File: src/design/tsel_pkg.sv
// Shared types and constants of the tracklet hit segment selector.
`timescale 1ns / 1ps

package tsel_pkg;

  // Rows at or beyond this index carry no usable hit.
  localparam int MaxRows = 160;

  // Default depth of the queue between front and back.
  localparam int QueueDepth = 4;

  // Register reset values
  localparam logic [7:0] MinHitsRst   = 8'd10;
  localparam logic [3:0] MaxRowGapRst = 4'd4;
  localparam logic [7:0] SharedDivRst = 8'd10;

  typedef enum logic [1:0] {
    CfgMinHits   = 2'd0,
    CfgMaxRowGap = 2'd1,
    CfgSharedDiv = 2'd2
  } cfg_idx_e;

  typedef enum logic [1:0] {
    KindHit     = 2'd0,
    KindCommit  = 2'd1,
    KindDiscard = 2'd2
  } kind_e;

  typedef struct packed {
    logic        tracklet_start;
    logic [15:0] tracklet_id;
    logic [7:0]  tracklet_hits;
    logic [7:0]  row;
    logic [7:0]  last_row;
    logic        hit_present;
    logic [15:0] hit_index;
    logic [30:0] hit_weight;
  } in_word_t;

  typedef struct packed {
    kind_e       kind;
    logic [7:0]  hit_row;
    logic [15:0] accepted_hit;
    logic [15:0] track_index;
    logic [23:0] first_hit_id;
    logic [7:0]  hit_count;
    logic        last;
  } out_word_t;

  // One queue entry holds every result of one input word.
  typedef struct packed {
    out_word_t res0;
    out_word_t res1;
    logic      two;
  } q_entry_t;

endpackage

File: src/design/tsel_front.sv
// Front end: config registers, segment state and per-row result forming.
`timescale 1ns / 1ps

module tsel_front (
  input  logic              clk_i,
  input  logic              rst_ni,
  input  logic              in_valid_i,
  output logic              in_ready_o,
  input  tsel_pkg::in_word_t in_word_i,
  input  logic              cfg_valid_i,
  input  logic [1:0]        cfg_index_i,
  input  logic [7:0]        cfg_data_i,
  input  logic              full_i,
  output logic              push_o,
  output tsel_pkg::q_entry_t push_entry_o
);
  import tsel_pkg::*;

  localparam logic [8:0] MaxRowsW = 9'(MaxRows);

  logic [7:0]  min_hits_q, shared_div_q;
  logic [3:0]  max_gap_q;
  logic [7:0]  seg_q, seg_d, sh_q, sh_d;
  logic [4:0]  gap_q, gap_d;
  logic        stop_q, stop_d;
  logic [23:0] own_q, own_d;
  logic [15:0] trk_q, trk_d;
  logic [23:0] hcnt_q, hcnt_d;

  logic [7:0]  seg_e, sh_e, seg_n;
  logic [4:0]  gap_e, gap_n;
  logic        stop_e, own_ok, share_ok, hit_ok, close, commit, drop;
  logic [15:0] share_prod;
  logic [8:0]  reach;
  out_word_t   hit_res, close_res;
  logic        accept;

  assign in_ready_o = !full_i;
  assign accept     = in_valid_i && in_ready_o;

  always_ff @(posedge clk_i or negedge rst_ni) begin
    if (!rst_ni) begin
      min_hits_q   <= MinHitsRst;
      max_gap_q    <= MaxRowGapRst;
      shared_div_q <= SharedDivRst;
    end else if (cfg_valid_i) begin
      unique case (cfg_idx_e'(cfg_index_i))
        CfgMinHits:   min_hits_q   <= cfg_data_i;
        CfgMaxRowGap: max_gap_q    <= cfg_data_i[3:0];
        CfgSharedDiv: shared_div_q <= cfg_data_i;
        default: ;
      endcase
    end
  end

  always_comb begin
    // start of tracklet clears the segment before the row is looked at
    seg_e  = in_word_i.tracklet_start ? 8'd0 : seg_q;
    sh_e   = in_word_i.tracklet_start ? 8'd0 : sh_q;
    gap_e  = in_word_i.tracklet_start ? 5'd0 : gap_q;
    own_d  = in_word_i.tracklet_start ?
             {in_word_i.tracklet_hits, in_word_i.tracklet_id} : own_q;
    stop_e = in_word_i.tracklet_start ? (in_word_i.tracklet_hits == 8'd0) : stop_q;

    reach = {1'b0, in_word_i.last_row - in_word_i.row} + {1'b0, seg_e};
    drop  = (in_word_i.row > in_word_i.last_row) || (reach < {1'b0, min_hits_q});

    own_ok     = in_word_i.hit_weight <= {7'd0, own_d};
    share_prod = 16'(sh_e) * 16'(shared_div_q);
    share_ok   = share_prod < {8'd0, seg_e};
    hit_ok     = !stop_e && !drop && in_word_i.hit_present &&
                 ({1'b0, in_word_i.row} < MaxRowsW) && (own_ok || share_ok);

    seg_n = seg_e + {7'd0, hit_ok};
    gap_n = hit_ok ? 5'd0 : gap_e + 5'd1;
    close = !stop_e && !drop &&
            ((gap_n > {1'b0, max_gap_q}) || (in_word_i.row == in_word_i.last_row));
    commit = seg_n >= min_hits_q;

    seg_d  = seg_e;
    sh_d   = sh_e;
    gap_d  = gap_e;
    stop_d = stop_e;
    trk_d  = trk_q;
    hcnt_d = hcnt_q;
    if (!stop_e) begin
      if (drop) begin
        stop_d = 1'b1;
      end else if (close) begin
        seg_d = 8'd0;
        sh_d  = 8'd0;
        gap_d = 5'd0;
        if (in_word_i.row == in_word_i.last_row) stop_d = 1'b1;
        if (commit) begin
          trk_d  = trk_q + 16'd1;
          hcnt_d = hcnt_q + {16'd0, seg_n};
        end
      end else begin
        seg_d = seg_n;
        sh_d  = sh_e + {7'd0, hit_ok && !own_ok};
        gap_d = gap_n;
      end
    end

    hit_res              = '0;
    hit_res.kind         = KindHit;
    hit_res.hit_row      = in_word_i.row;
    hit_res.accepted_hit = in_word_i.hit_index;
    hit_res.last         = !close;

    close_res           = '0;
    close_res.kind      = commit ? KindCommit : KindDiscard;
    close_res.hit_count = seg_n;
    close_res.last      = 1'b1;
    if (commit) begin
      close_res.track_index  = trk_q;
      close_res.first_hit_id = hcnt_q;
    end

    push_entry_o.res0 = hit_ok ? hit_res : close_res;
    push_entry_o.res1 = close_res;
    push_entry_o.two  = hit_ok && close;
  end

  assign push_o = accept && (hit_ok || close);

  always_ff @(posedge clk_i or negedge rst_ni) begin
    if (!rst_ni) begin
      seg_q  <= '0;
      sh_q   <= '0;
      gap_q  <= '0;
      stop_q <= 1'b0;
      own_q  <= '0;
      trk_q  <= '0;
      hcnt_q <= '0;
    end else if (accept) begin
      seg_q  <= seg_d;
      sh_q   <= sh_d;
      gap_q  <= gap_d;
      stop_q <= stop_d;
      own_q  <= own_d;
      trk_q  <= trk_d;
      hcnt_q <= hcnt_d;
    end
  end

endmodule

File: src/design/tsel_queue.sv
// Short FIFO of result entries between front and back.
`timescale 1ns / 1ps

module tsel_queue #(
  parameter int Depth = tsel_pkg::QueueDepth
) (
  input  logic               clk_i,
  input  logic               rst_ni,
  input  logic               push_i,
  input  tsel_pkg::q_entry_t push_entry_i,
  output logic               full_o,
  input  logic               pop_i,
  output logic               valid_o,
  output tsel_pkg::q_entry_t head_o
);
  import tsel_pkg::*;

  localparam int PtrW = (Depth > 1) ? $clog2(Depth) : 1;
  localparam int CntW = $clog2(Depth + 1);
  localparam logic [PtrW-1:0] LastPtr = PtrW'(Depth - 1);

  q_entry_t        mem_q [Depth];
  logic [PtrW-1:0] wr_q, rd_q;
  logic [CntW-1:0] cnt_q;

  assign full_o  = cnt_q == CntW'(Depth);
  assign valid_o = cnt_q != '0;
  assign head_o  = mem_q[rd_q];

  always_ff @(posedge clk_i) begin
    if (push_i) mem_q[wr_q] <= push_entry_i;
  end

  always_ff @(posedge clk_i or negedge rst_ni) begin
    if (!rst_ni) begin
      wr_q  <= '0;
      rd_q  <= '0;
      cnt_q <= '0;
    end else begin
      if (push_i) wr_q <= (wr_q == LastPtr) ? '0 : wr_q + PtrW'(1);
      if (pop_i)  rd_q <= (rd_q == LastPtr) ? '0 : rd_q + PtrW'(1);
      if (push_i && !pop_i)      cnt_q <= cnt_q + CntW'(1);
      else if (pop_i && !push_i) cnt_q <= cnt_q - CntW'(1);
    end
  end

  a_no_overflow: assert property (@(posedge clk_i) disable iff (!rst_ni)
    push_i |-> !full_o) else $error("queue push while full");

  a_no_underflow: assert property (@(posedge clk_i) disable iff (!rst_ni)
    pop_i |-> valid_o) else $error("queue pop while empty");

  a_count_up: assert property (@(posedge clk_i) disable iff (!rst_ni)
    (push_i && !pop_i) |=> cnt_q == $past(cnt_q) + CntW'(1))
    else $error("queue count did not follow push");

endmodule

File: src/design/tsel_back.sv
// Back end: splits queue entries into single result words on the output.
`timescale 1ns / 1ps

module tsel_back (
  input  logic                clk_i,
  input  logic                rst_ni,
  input  logic                q_valid_i,
  input  tsel_pkg::q_entry_t  q_head_i,
  output logic                q_pop_o,
  output logic                out_valid_o,
  input  logic                out_ready_i,
  output tsel_pkg::out_word_t out_word_o
);
  import tsel_pkg::*;

  out_word_t out_q, sec_q;
  logic      out_vld_q, sec_vld_q;
  logic      load;

  // output slot free now or freed this cycle
  assign load    = !out_vld_q || out_ready_i;
  assign q_pop_o = load && !sec_vld_q && q_valid_i;

  always_ff @(posedge clk_i) begin
    if (load) begin
      if (sec_vld_q) begin
        out_q <= sec_q;
      end else if (q_valid_i) begin
        out_q <= q_head_i.res0;
        sec_q <= q_head_i.res1;
      end
    end
  end

  always_ff @(posedge clk_i or negedge rst_ni) begin
    if (!rst_ni) begin
      out_vld_q <= 1'b0;
      sec_vld_q <= 1'b0;
    end else if (load) begin
      if (sec_vld_q) begin
        out_vld_q <= 1'b1;
        sec_vld_q <= 1'b0;
      end else begin
        out_vld_q <= q_valid_i;
        sec_vld_q <= q_valid_i && q_head_i.two;
      end
    end
  end

  assign out_valid_o = out_vld_q;
  assign out_word_o  = out_q;

  a_sec_behind_out: assert property (@(posedge clk_i) disable iff (!rst_ni)
    sec_vld_q |-> out_vld_q) else $error("second result without first");

  a_no_pop_pending: assert property (@(posedge clk_i) disable iff (!rst_ni)
    sec_vld_q |-> !q_pop_o) else $error("pop while second result pending");

  a_sec_last: assert property (@(posedge clk_i) disable iff (!rst_ni)
    sec_vld_q |-> (out_vld_q && !out_q.last && sec_q.last))
    else $error("pair of results with wrong last flags");

endmodule

File: src/design/tracklet_hit_segment_selector.sv
// Top level of the tracklet hit segment selector.
`timescale 1ns / 1ps

//  channel | direction | handshake               | payload
//  --------+-----------+-------------------------+---------------------------
//  in      | input     | in_valid_i / in_ready_o | in_word_i  (in_word_t)
//  out     | output    | out_valid_o/out_ready_i | out_word_o (out_word_t)
//  cfg     | input     | cfg_valid_i/cfg_ready_o | cfg_index_i, cfg_data_i
//
//  One input word is taken per cycle while the result queue has room; all
//  segment state updates in that same cycle in the front end.
//  The back end drives one result word per cycle while out_ready_i is high,
//  so a row's hit and close go out in turn; QueueDepth entries of slack.
//  Output stalls reach the input only once the queue is full.
//  rst_ni is asynchronous: registers return to defaults, counters to zero,
//  no clearing pass. Config writes are always taken (cfg_ready_o is high).

module tracklet_hit_segment_selector #(
  parameter int QueueDepth = tsel_pkg::QueueDepth
) (
  input  logic                clk_i,
  input  logic                rst_ni,
  input  logic                in_valid_i,
  output logic                in_ready_o,
  input  tsel_pkg::in_word_t  in_word_i,
  output logic                out_valid_o,
  input  logic                out_ready_i,
  output tsel_pkg::out_word_t out_word_o,
  input  logic                cfg_valid_i,
  output logic                cfg_ready_o,
  input  logic [1:0]          cfg_index_i,
  input  logic [7:0]          cfg_data_i
);
  import tsel_pkg::*;

  logic     push, full, pop, q_valid;
  q_entry_t push_entry, q_head;

  assign cfg_ready_o = 1'b1;

  // Front: classifies each row and forms up to two results
  tsel_front u_front (
    .clk_i        (clk_i),
    .rst_ni       (rst_ni),
    .in_valid_i   (in_valid_i),
    .in_ready_o   (in_ready_o),
    .in_word_i    (in_word_i),
    .cfg_valid_i  (cfg_valid_i),
    .cfg_index_i  (cfg_index_i),
    .cfg_data_i   (cfg_data_i),
    .full_i       (full),
    .push_o       (push),
    .push_entry_o (push_entry)
  );

  // Queue decouples the row rate from the result rate
  tsel_queue #(
    .Depth (QueueDepth)
  ) u_queue (
    .clk_i        (clk_i),
    .rst_ni       (rst_ni),
    .push_i       (push),
    .push_entry_i (push_entry),
    .full_o       (full),
    .pop_i        (pop),
    .valid_o      (q_valid),
    .head_o       (q_head)
  );

  // Back: one result word per cycle into the output register unless out_ready_i stalls it
  tsel_back u_back (
    .clk_i       (clk_i),
    .rst_ni      (rst_ni),
    .q_valid_i   (q_valid),
    .q_head_i    (q_head),
    .q_pop_o     (pop),
    .out_valid_o (out_valid_o),
    .out_ready_i (out_ready_i),
    .out_word_o  (out_word_o)
  );

endmodule

File: config.mk
export PLATFORM = sky130hd
export DESIGN_NAME = tracklet_hit_segment_selector
export DESIGN_NICKNAME = d
export VERILOG_FILES = /design/src/design/tsel_pkg.sv /design/src/design/tsel_front.sv /design/src/design/tsel_queue.sv /design/src/design/tsel_back.sv /design/src/design/tracklet_hit_segment_selector.sv
export SDC_FILE = /design/constraint.sdc
export NUM_CORES = 1
export LEC_CHECK = 0
export ABC_AREA = 1
export BUFFER_PORTS_ARGS = -buffer_cell sky130_fd_sc_hd__buf_2
export CAP_MARGIN = 20
export CORE_ASPECT_RATIO = 1.4
export CORE_MARGIN = 8
export CORE_UTILIZATION = 44
export DETAILED_ROUTE_END_ITERATION = 10
export PLACE_DENSITY = 0.71
export SETUP_SLACK_MARGIN = 0.2
export SYNTH_ARGS = -nofsm -noshare
export SYNTH_HDL_FRONTEND = slang
export SYNTH_SLANG_ARGS = --single-unit
File: constraint.sdc
create_clock -name clk_i -period 18.25 [get_ports clk_i]
set_input_delay 0.9125 -clock clk_i [delete_from_list [all_inputs] [get_ports clk_i]]
set_output_delay 0.9125 -clock clk_i [all_outputs]
set_load 0.01 [all_outputs]
# Yosys cells after proc, flatten, opt, wreduce, memory -nomap -nowiden
# Memories as Yosys holds them, arrays and structs flattened.
# Index checks and enable logic that the tools add are counted.
[op_classes] addsub=11 multipliers=1 div_mod_pow=0 n_lt_le_gt_ge=7 n_eq_ne=6 n_shift=0 muxes=32 bitwise_logic=3 reduce_logical=39
[ops] operator="$mux 75" count=3
[ops] operator="$mux 8" count=8
[ops] operator="$mux 40" count=1
[ops] operator="$le 31x24->1" count=1
[ops] operator="$mux 5" count=5
[ops] operator="$add 24x8->24" count=1
[ops] operator="$mux 24" count=1
[ops] operator="$add 16x1->16 const B" count=1
[ops] operator="$add 8x1->8" count=2
[ops] operator="$lt 16x8->1" count=1
[ops] operator="$mul 8x8->16" count=1
[ops] operator="$logic_and 1x1->1" count=14
[ops] operator="$add 8x8->9" count=1
[ops] operator="$logic_not 1->1" count=9
[ops] operator="$lt 9x8->1" count=1
[ops] operator="$mux 1" count=9
[ops] operator="$eq 8x8->1" count=1
[ops] operator="$ge 8x8->1" count=1
[ops] operator="$gt 8x8->1" count=1
[ops] operator="$logic_not 8->1" count=1
[ops] operator="$lt 8x8->1 const B" count=1
[ops] operator="$reduce_and 2->1" count=4
[ops] operator="$sub 8x8->8" count=1
[ops] operator="$eq 2x2->1 const B" count=3
[ops] operator="other kinds (16)" count=27
[word_totals] reg_bits=265 latchBits=0 ramBits=504 rom_bits=0 in_bits=104 out_inout_bits=78 wordCells=129 n_memories=1
[memory_table] memory="u_queue.mem_q" depth=4 width=126 read_ports=1 rd_ports_with_merged_regs=0 write_ports=1 line_no="tsel_queue.sv:22" text="q_entry_t mem_q [Depth];"

# Logic depth before layout (Yosys ltp)
[depth] word_depth=19 depth_mapped=50 depth_no_buf=46

# Cells and area by module
# A second synthesis with hierarchy kept.
[hier_totals] hier_cells=3830 area_unflattened_um2=41721.3
[modules_own_cells] mod="tsel_queue" instances=1 cells_each=1815 area_per_inst_um2=24999.0 seq_area_each_um2=18312.6
[modules_own_cells] mod="tsel_front" instances=1 cells_each=1604 area_per_inst_um2=11135.7 seq_area_each_um2=2658.8
[modules_own_cells] mod="tsel_back" instances=1 cells_each=409 area_per_inst_um2=5575.3 seq_area_each_um2=4554.4
[modules_own_cells] mod="tracklet_hit_segment_selector" instances=1 cells_each=2 area_per_inst_um2=11.3 seq_area_each_um2=0.0

# Worst setup path after synthesis
# No wires, ideal clock.
[synth_timing] kind="input to register" start="in in_word_i[88] (netlist bit)" end="mem u_queue.mem_q[0][0] (netlist bit) (enable)" setup_time_ns=0.613 arrival_ns=11.843 required_time_ns=17.637 setup_slack_ns=5.793 stages=39 path_buffers=4 cell_sequence="buf_2 -> inv_1 -> buf_2 -> nand2_1 -> inv_1 -> nand2_1 -> fa_1 -> fa_1 -> inv_1 -> fa_1 -> inv_1 -> fa_1 -> inv_1 -> ha_1 -> xor2_1 -> ha_1 -> nand2_1 -> o21ai_0 -> [3 not listed] -> nand2_1 -> nor2_1 -> nand2_1 -> nand2_1 -> nand2_4 -> buf_2 -> buf_2 -> nand2_1 -> ha_1 -> inv_1 -> a21oi_1 -> o21ai_0 -> o21ai_0 -> nand2_1 -> nand2_2 -> nand3_1 -> nand2_1 -> nor2_1"
[synth_between] elab_chain_cells=17 word_cells_on_any_way=27 classes_between="add/sub (2); mul (1); order compare (4); mux (8); reduce/logical (12)"
[synth_lines] item="from (decl)" line_no="tracklet_hit_segment_selector.sv:25" text="input tsel_pkg::in_word_t in_word_i,"
[synth_lines] item="branches (longest 13 deep; another with $mul 8x8->16)"
[synth_lines] item="$logic_or 1x1->1 (*)" line_no="tsel_front.sv:125" text="assign push_o = accept && (hit_ok || close);"
[synth_lines] item="$logic_and 1x1->1 (*)" line_no="tsel_front.sv:125"
[synth_lines] item="$mux 1 (*)" line_no="tsel_queue.sv:31" text="if (push_i) mem_q[wr_q] <= push_entry_i;"
[synth_lines] item="$mux 1 (not written as such) (*)" line_no="tsel_queue.sv:31"
[synth_lines] item="to (decl)" line_no="tsel_queue.sv:22"
# Mark *: on every way between the ends.

==> results.txt <==
- Switching Share: 35.2%
- P_sw: 1.97 mW
- For this block, the initial DRC count from the detailed router was approximately 1600.
- Post-Synthesis Cells: 3186
- Via count: about 23000
* Overall routed net length: between 70000 and 80000 µm
- Die width: between 200 and 300 µm
- Worst path most repeated cell: nand2_1
- The critical path ends at u_front.trk_q[11]$_DFFE_PN0P_.
- In the final design database the tool counted 3597 nets.
- Top cells by area in the synthesized netlist: edfxtp_1 (55%), dfrtp_1 (8.0%), nor2_1 (7.4%), o21ai_0 (5.0%), ha_1 (4.5%)
- Antenna cells: 0
- For this run, design rule violations remaining after detail routing come to 0.
* Count of endpoints failing hold in the final timing report: 0
- Number of global-route vias before repair: 23300
* Crit Path Max Fanout: 51
* Commonest cells after routing, fill and taps aside: nor2_1 (674), edfxtp_1 (629), nand2_1 (405), o21ai_0 (342), inv_1 (281)
- The min-delay analysis places its worst path in the category in -> async.
- Counting cells, the worst reg-to-reg path comes to 46.
* Post-CTS Setup Inserts: 0
- Gate power share: about a third
- Number of ports placed on the die boundary: 182
* Largest net degree at the start of global routing: 139
- The run finished with clean final reports.
- For this run, the slowest stage of the critical path takes between 600 and 700 ps.
* Max Transition Viols Final: 0
* Critical path startpoint category: input port
* Combined global-route utilization of all metal layers: approximately 18%
- Final core utilization: around half
- In the routed layout, each cell is associated on average with a via count of roughly 5.2.
* Worst slack at placement: roughly 7400 ps
- Layout Cells excl Fill: 4434
* Cell family with most CP delay: adder cells
- Counting both buffers and inverters, the worst setup path holds a total of 12.
- Highest Clock Rate: 96.9 MHz
- The worst register-to-register path begins at u_front.sh_q[4]$_DFFE_PN0P_.
- In this run, synthesis inferred 629 flip-flops with an integrated enable.
- In this run the tightest slew margin relative to its limit is 30.4%.
- Once the floorplan was initialized, standard cells occupied between 40% and 50% of the core.
* Share of cells above drive strength 1: about a tenth
- CTS sink cnt: approximately 740
- Standby leakage power: about 16 nW
* Instance count after placement with tap cells included: 4299
* Hold bufs inserted after CTS: 0
- Worst path setup slack after routing: a little under 8000 ps
- Clock share of power: 26.8%
- Worst path depth: between 40 and 50
- Routed wire length per instance: 17.7 µm
- Yosys top cell area share: a little under three fifths
- Final setup violation count: 0
* Number of buffers on the longest clock path: 3
* Share of the clock period used by the worst path: between 50% and 60%
* Clock root buffer master: clkbuf_16
- The area growth from synthesis to layout is 12.6%.
- Once detail routing completed, the nets flagged for antenna violations numbered 0.
- Mean cell area of the mapped netlist: 10.8 µm²
- Yosys printed 0 warnings.
- Floorplan die area: 0.0873 mm²
- In this run the cell area of the synthesized design comes to around 0.034 mm².
* Flip-flop cell with the highest count after synthesis: edfxtp_1
* Synth unique cells: 47
- Across the routed clock network, the largest skew measured is between 30 and 40 ps.
* Post-synthesis async set-or-reset flop share: 15.5%
- In this run the worst setup path begins at in_word_i[88].
* PortBufs: 180
- When the netlist entered floorplanning its net count stood at 3453.
- At the worst endpoint, the required time is between 15000 and 20000 ps.
- At the later pin of the worst-skew pair, clock insertion delay measures 630 ps.
- STA classifies the critical path endpoint as a flip-flop.
- The synthesized design spends more area on one cell type than any other, namely edfxtp_1.
- Floorplan die height: 346 µm
- In this run the critical register-to-register path is captured at u_front.trk_q[11]$_DFFE_PN0P_.
* Fin Setup TNS: 0 ps
- IR analysis of the VDD net gives a maximum drop of around 0.093 mV.
- Wire length of the first global-routing pass: ~120000 µm
* Kind of critical path: in -> reg
* Tot Pwr: between 5 and 6 mW
- Post-CTS repair changed the size of 0 cells.
* Relative contribution of sequential cells to total power: 41.8%
- The initial antenna violation count came to 5.
- Post-route minimum period: ~10000 ps
* Total congestion overflow after global routing: 0
- The core region is 0.0775 mm².
* Number of fillers in the final layout: slightly below 7000
- Leaving out fill and tap cells, the most frequent cell in the layout is nor2_1.
* Pwr per Cell Area: about 140 mW/mm²
- Cell internal power was estimated by the tool at 3.61 mW.
* Clock tree from TritonCTS: built
* Data arrival time at the worst-slack endpoint: ~11000 ps
- Critical Path Slowest Stage Cell: buf_4
* Unrepaired setup endpoints after global routing: false
* HPWL after detailed placement: roughly 48000 µm
* Register clock-pin slew on the reported worst setup and hold paths: approximately 70 ps
- At the pin with the least slew margin, the transition time is around 1000 ps.
- The worst register-to-register path has a setup slack of ~8600 ps.
- Sequential element share of the synthesized area: approximately 63%
* Total number of H-tree levels: 3
- TritonCTS created between 70 and 80 clock buffers.
- First-pass detailed-route iteration total: 6
* Number of violations of the max-capacitance limit: 0
* Number of placement rows: ~120
- Final weighted congestion of routability-driven global placement: just under 0.9
- The synthesized design contains approximately 740 register bits.
## metal layers
layer  up-vias  track usage [%]  wire length, µm
met5         -                0               67
met4        10             7.28             2790
met3       148             2.85             4560
met2       701             32.1            40400
met1     11300             20.5            30800
li1      11100                -                -
## registers in the layout, indices dropped and copies added (netlist names), 16 cells and up
| name | cells |
|---|---|
| u_queue.mem_q | 504 |
| u_back.out_word_o | 75 |
| u_back.sec_q | 50 |
| u_front.hcnt_q | 24 |
| u_front.own_q | 24 |
| u_front.trk_q | 16 |
## power groups by stage
stage | Combinational [mW] | Sequential [mW] | Clock, mW
2_1_floorplan | 1.17 | 2.37 | 0
3_3_place_gp | 1.72 | 2.36 | 0
3_5_place_dp | 1.76 | 2.36 | 0
4_1_cts | 1.77 | 2.33 | 1.52
5_1_grt | 1.98 | 2.35 | 1.59
6_report | 1.75 | 2.33 | 1.49
## cells by family after synthesis
family | Yosys count | share of synthesized area, %
multiplexers | 24 | 0.704
other | 1 | 0.0109
AO/OA/AOI/OAI | 563 | 8.78
AND/OR/NAND/NOR | 1202 | 13.9
flip-flops | 744 | 63.4
adder cells (fa/ha/maj) | 163 | 6.82
XOR/XNOR | 62 | 1.58
buffers and inverters | 427 | 4.79
## synth_stat cells (9+ instances only)
library cell / count
nor3_1: 17
o21ai_0: 342
a21oi_1: 99
fa_1: 40
buf_2: 10
nand4_1: 16
xnor2_1: 25
o22ai_1: 53
mux2i_1: 23
ha_1: 123
inv_1: 284
nand3_1: 59
nor2_1: 678
edfxtp_1: 629
a31oi_1: 56
buf_1: 9
clkbuf_1: 112
nand2_1: 406
dfrtp_1: 110
xor2_1: 37
## through the flow
step	hold slack (ps)	area (µm²)
after floorplan	452	34300
after global placement	466	36200
after detailed placement	473	36200
after CTS	405	38600
after global routing	468	38700
final	393	38700
## area by class of cell
type / count / area, µm² / area share (%)
sequential: 744 / 21800 / 56.3
multi-input combinational: 2015 / 10900 / 28.3
tap: 1045 / 1310 / 3.38
clock buffer: 90 / 1970 / 5.10
timing repair buffer: 204 / 1140 / 2.95
clock inverter: 44 / 414 / 1.07
inverter: 292 / 1110 / 2.87
## worst reg2reg max path, delay by kind of cell, from the launching register on
family	cells	cell delay [ps]
compound gates	3	380
flops	1	350
buf+inv	9	2170
fa+ha+maj	8	3090
simple gates	24	3250
xor+xnor	2	320
## how the worst min path moves through the flow
| stage | cells after the start | to | startpoint | slack, ps |
|---|---|---|---|---|
| after floorplan | 2 | u_front.own_q[10]$_DFFE_PN0P_ | u_front.own_q[10]$_DFFE_PN0P_ | 450 |
| after global placement | 2 | u_front.own_q[23]$_DFFE_PN0P_ | u_front.own_q[23]$_DFFE_PN0P_ | 470 |
| after detailed placement | 2 | u_front.own_q[23]$_DFFE_PN0P_ | u_front.own_q[23]$_DFFE_PN0P_ | 470 |
| after CTS | 1 | u_front.shared_div_q[2]$_DFFE_PN0P_ | rst_ni | 410 |
| after global routing | 1 | u_front.shared_div_q[2]$_DFFE_PN0P_ | rst_ni | 470 |
| final | 1 | u_front.shared_div_q[2]$_DFFE_PN0P_ | rst_ni | 390 |
(Power assumes the default switching activity.)
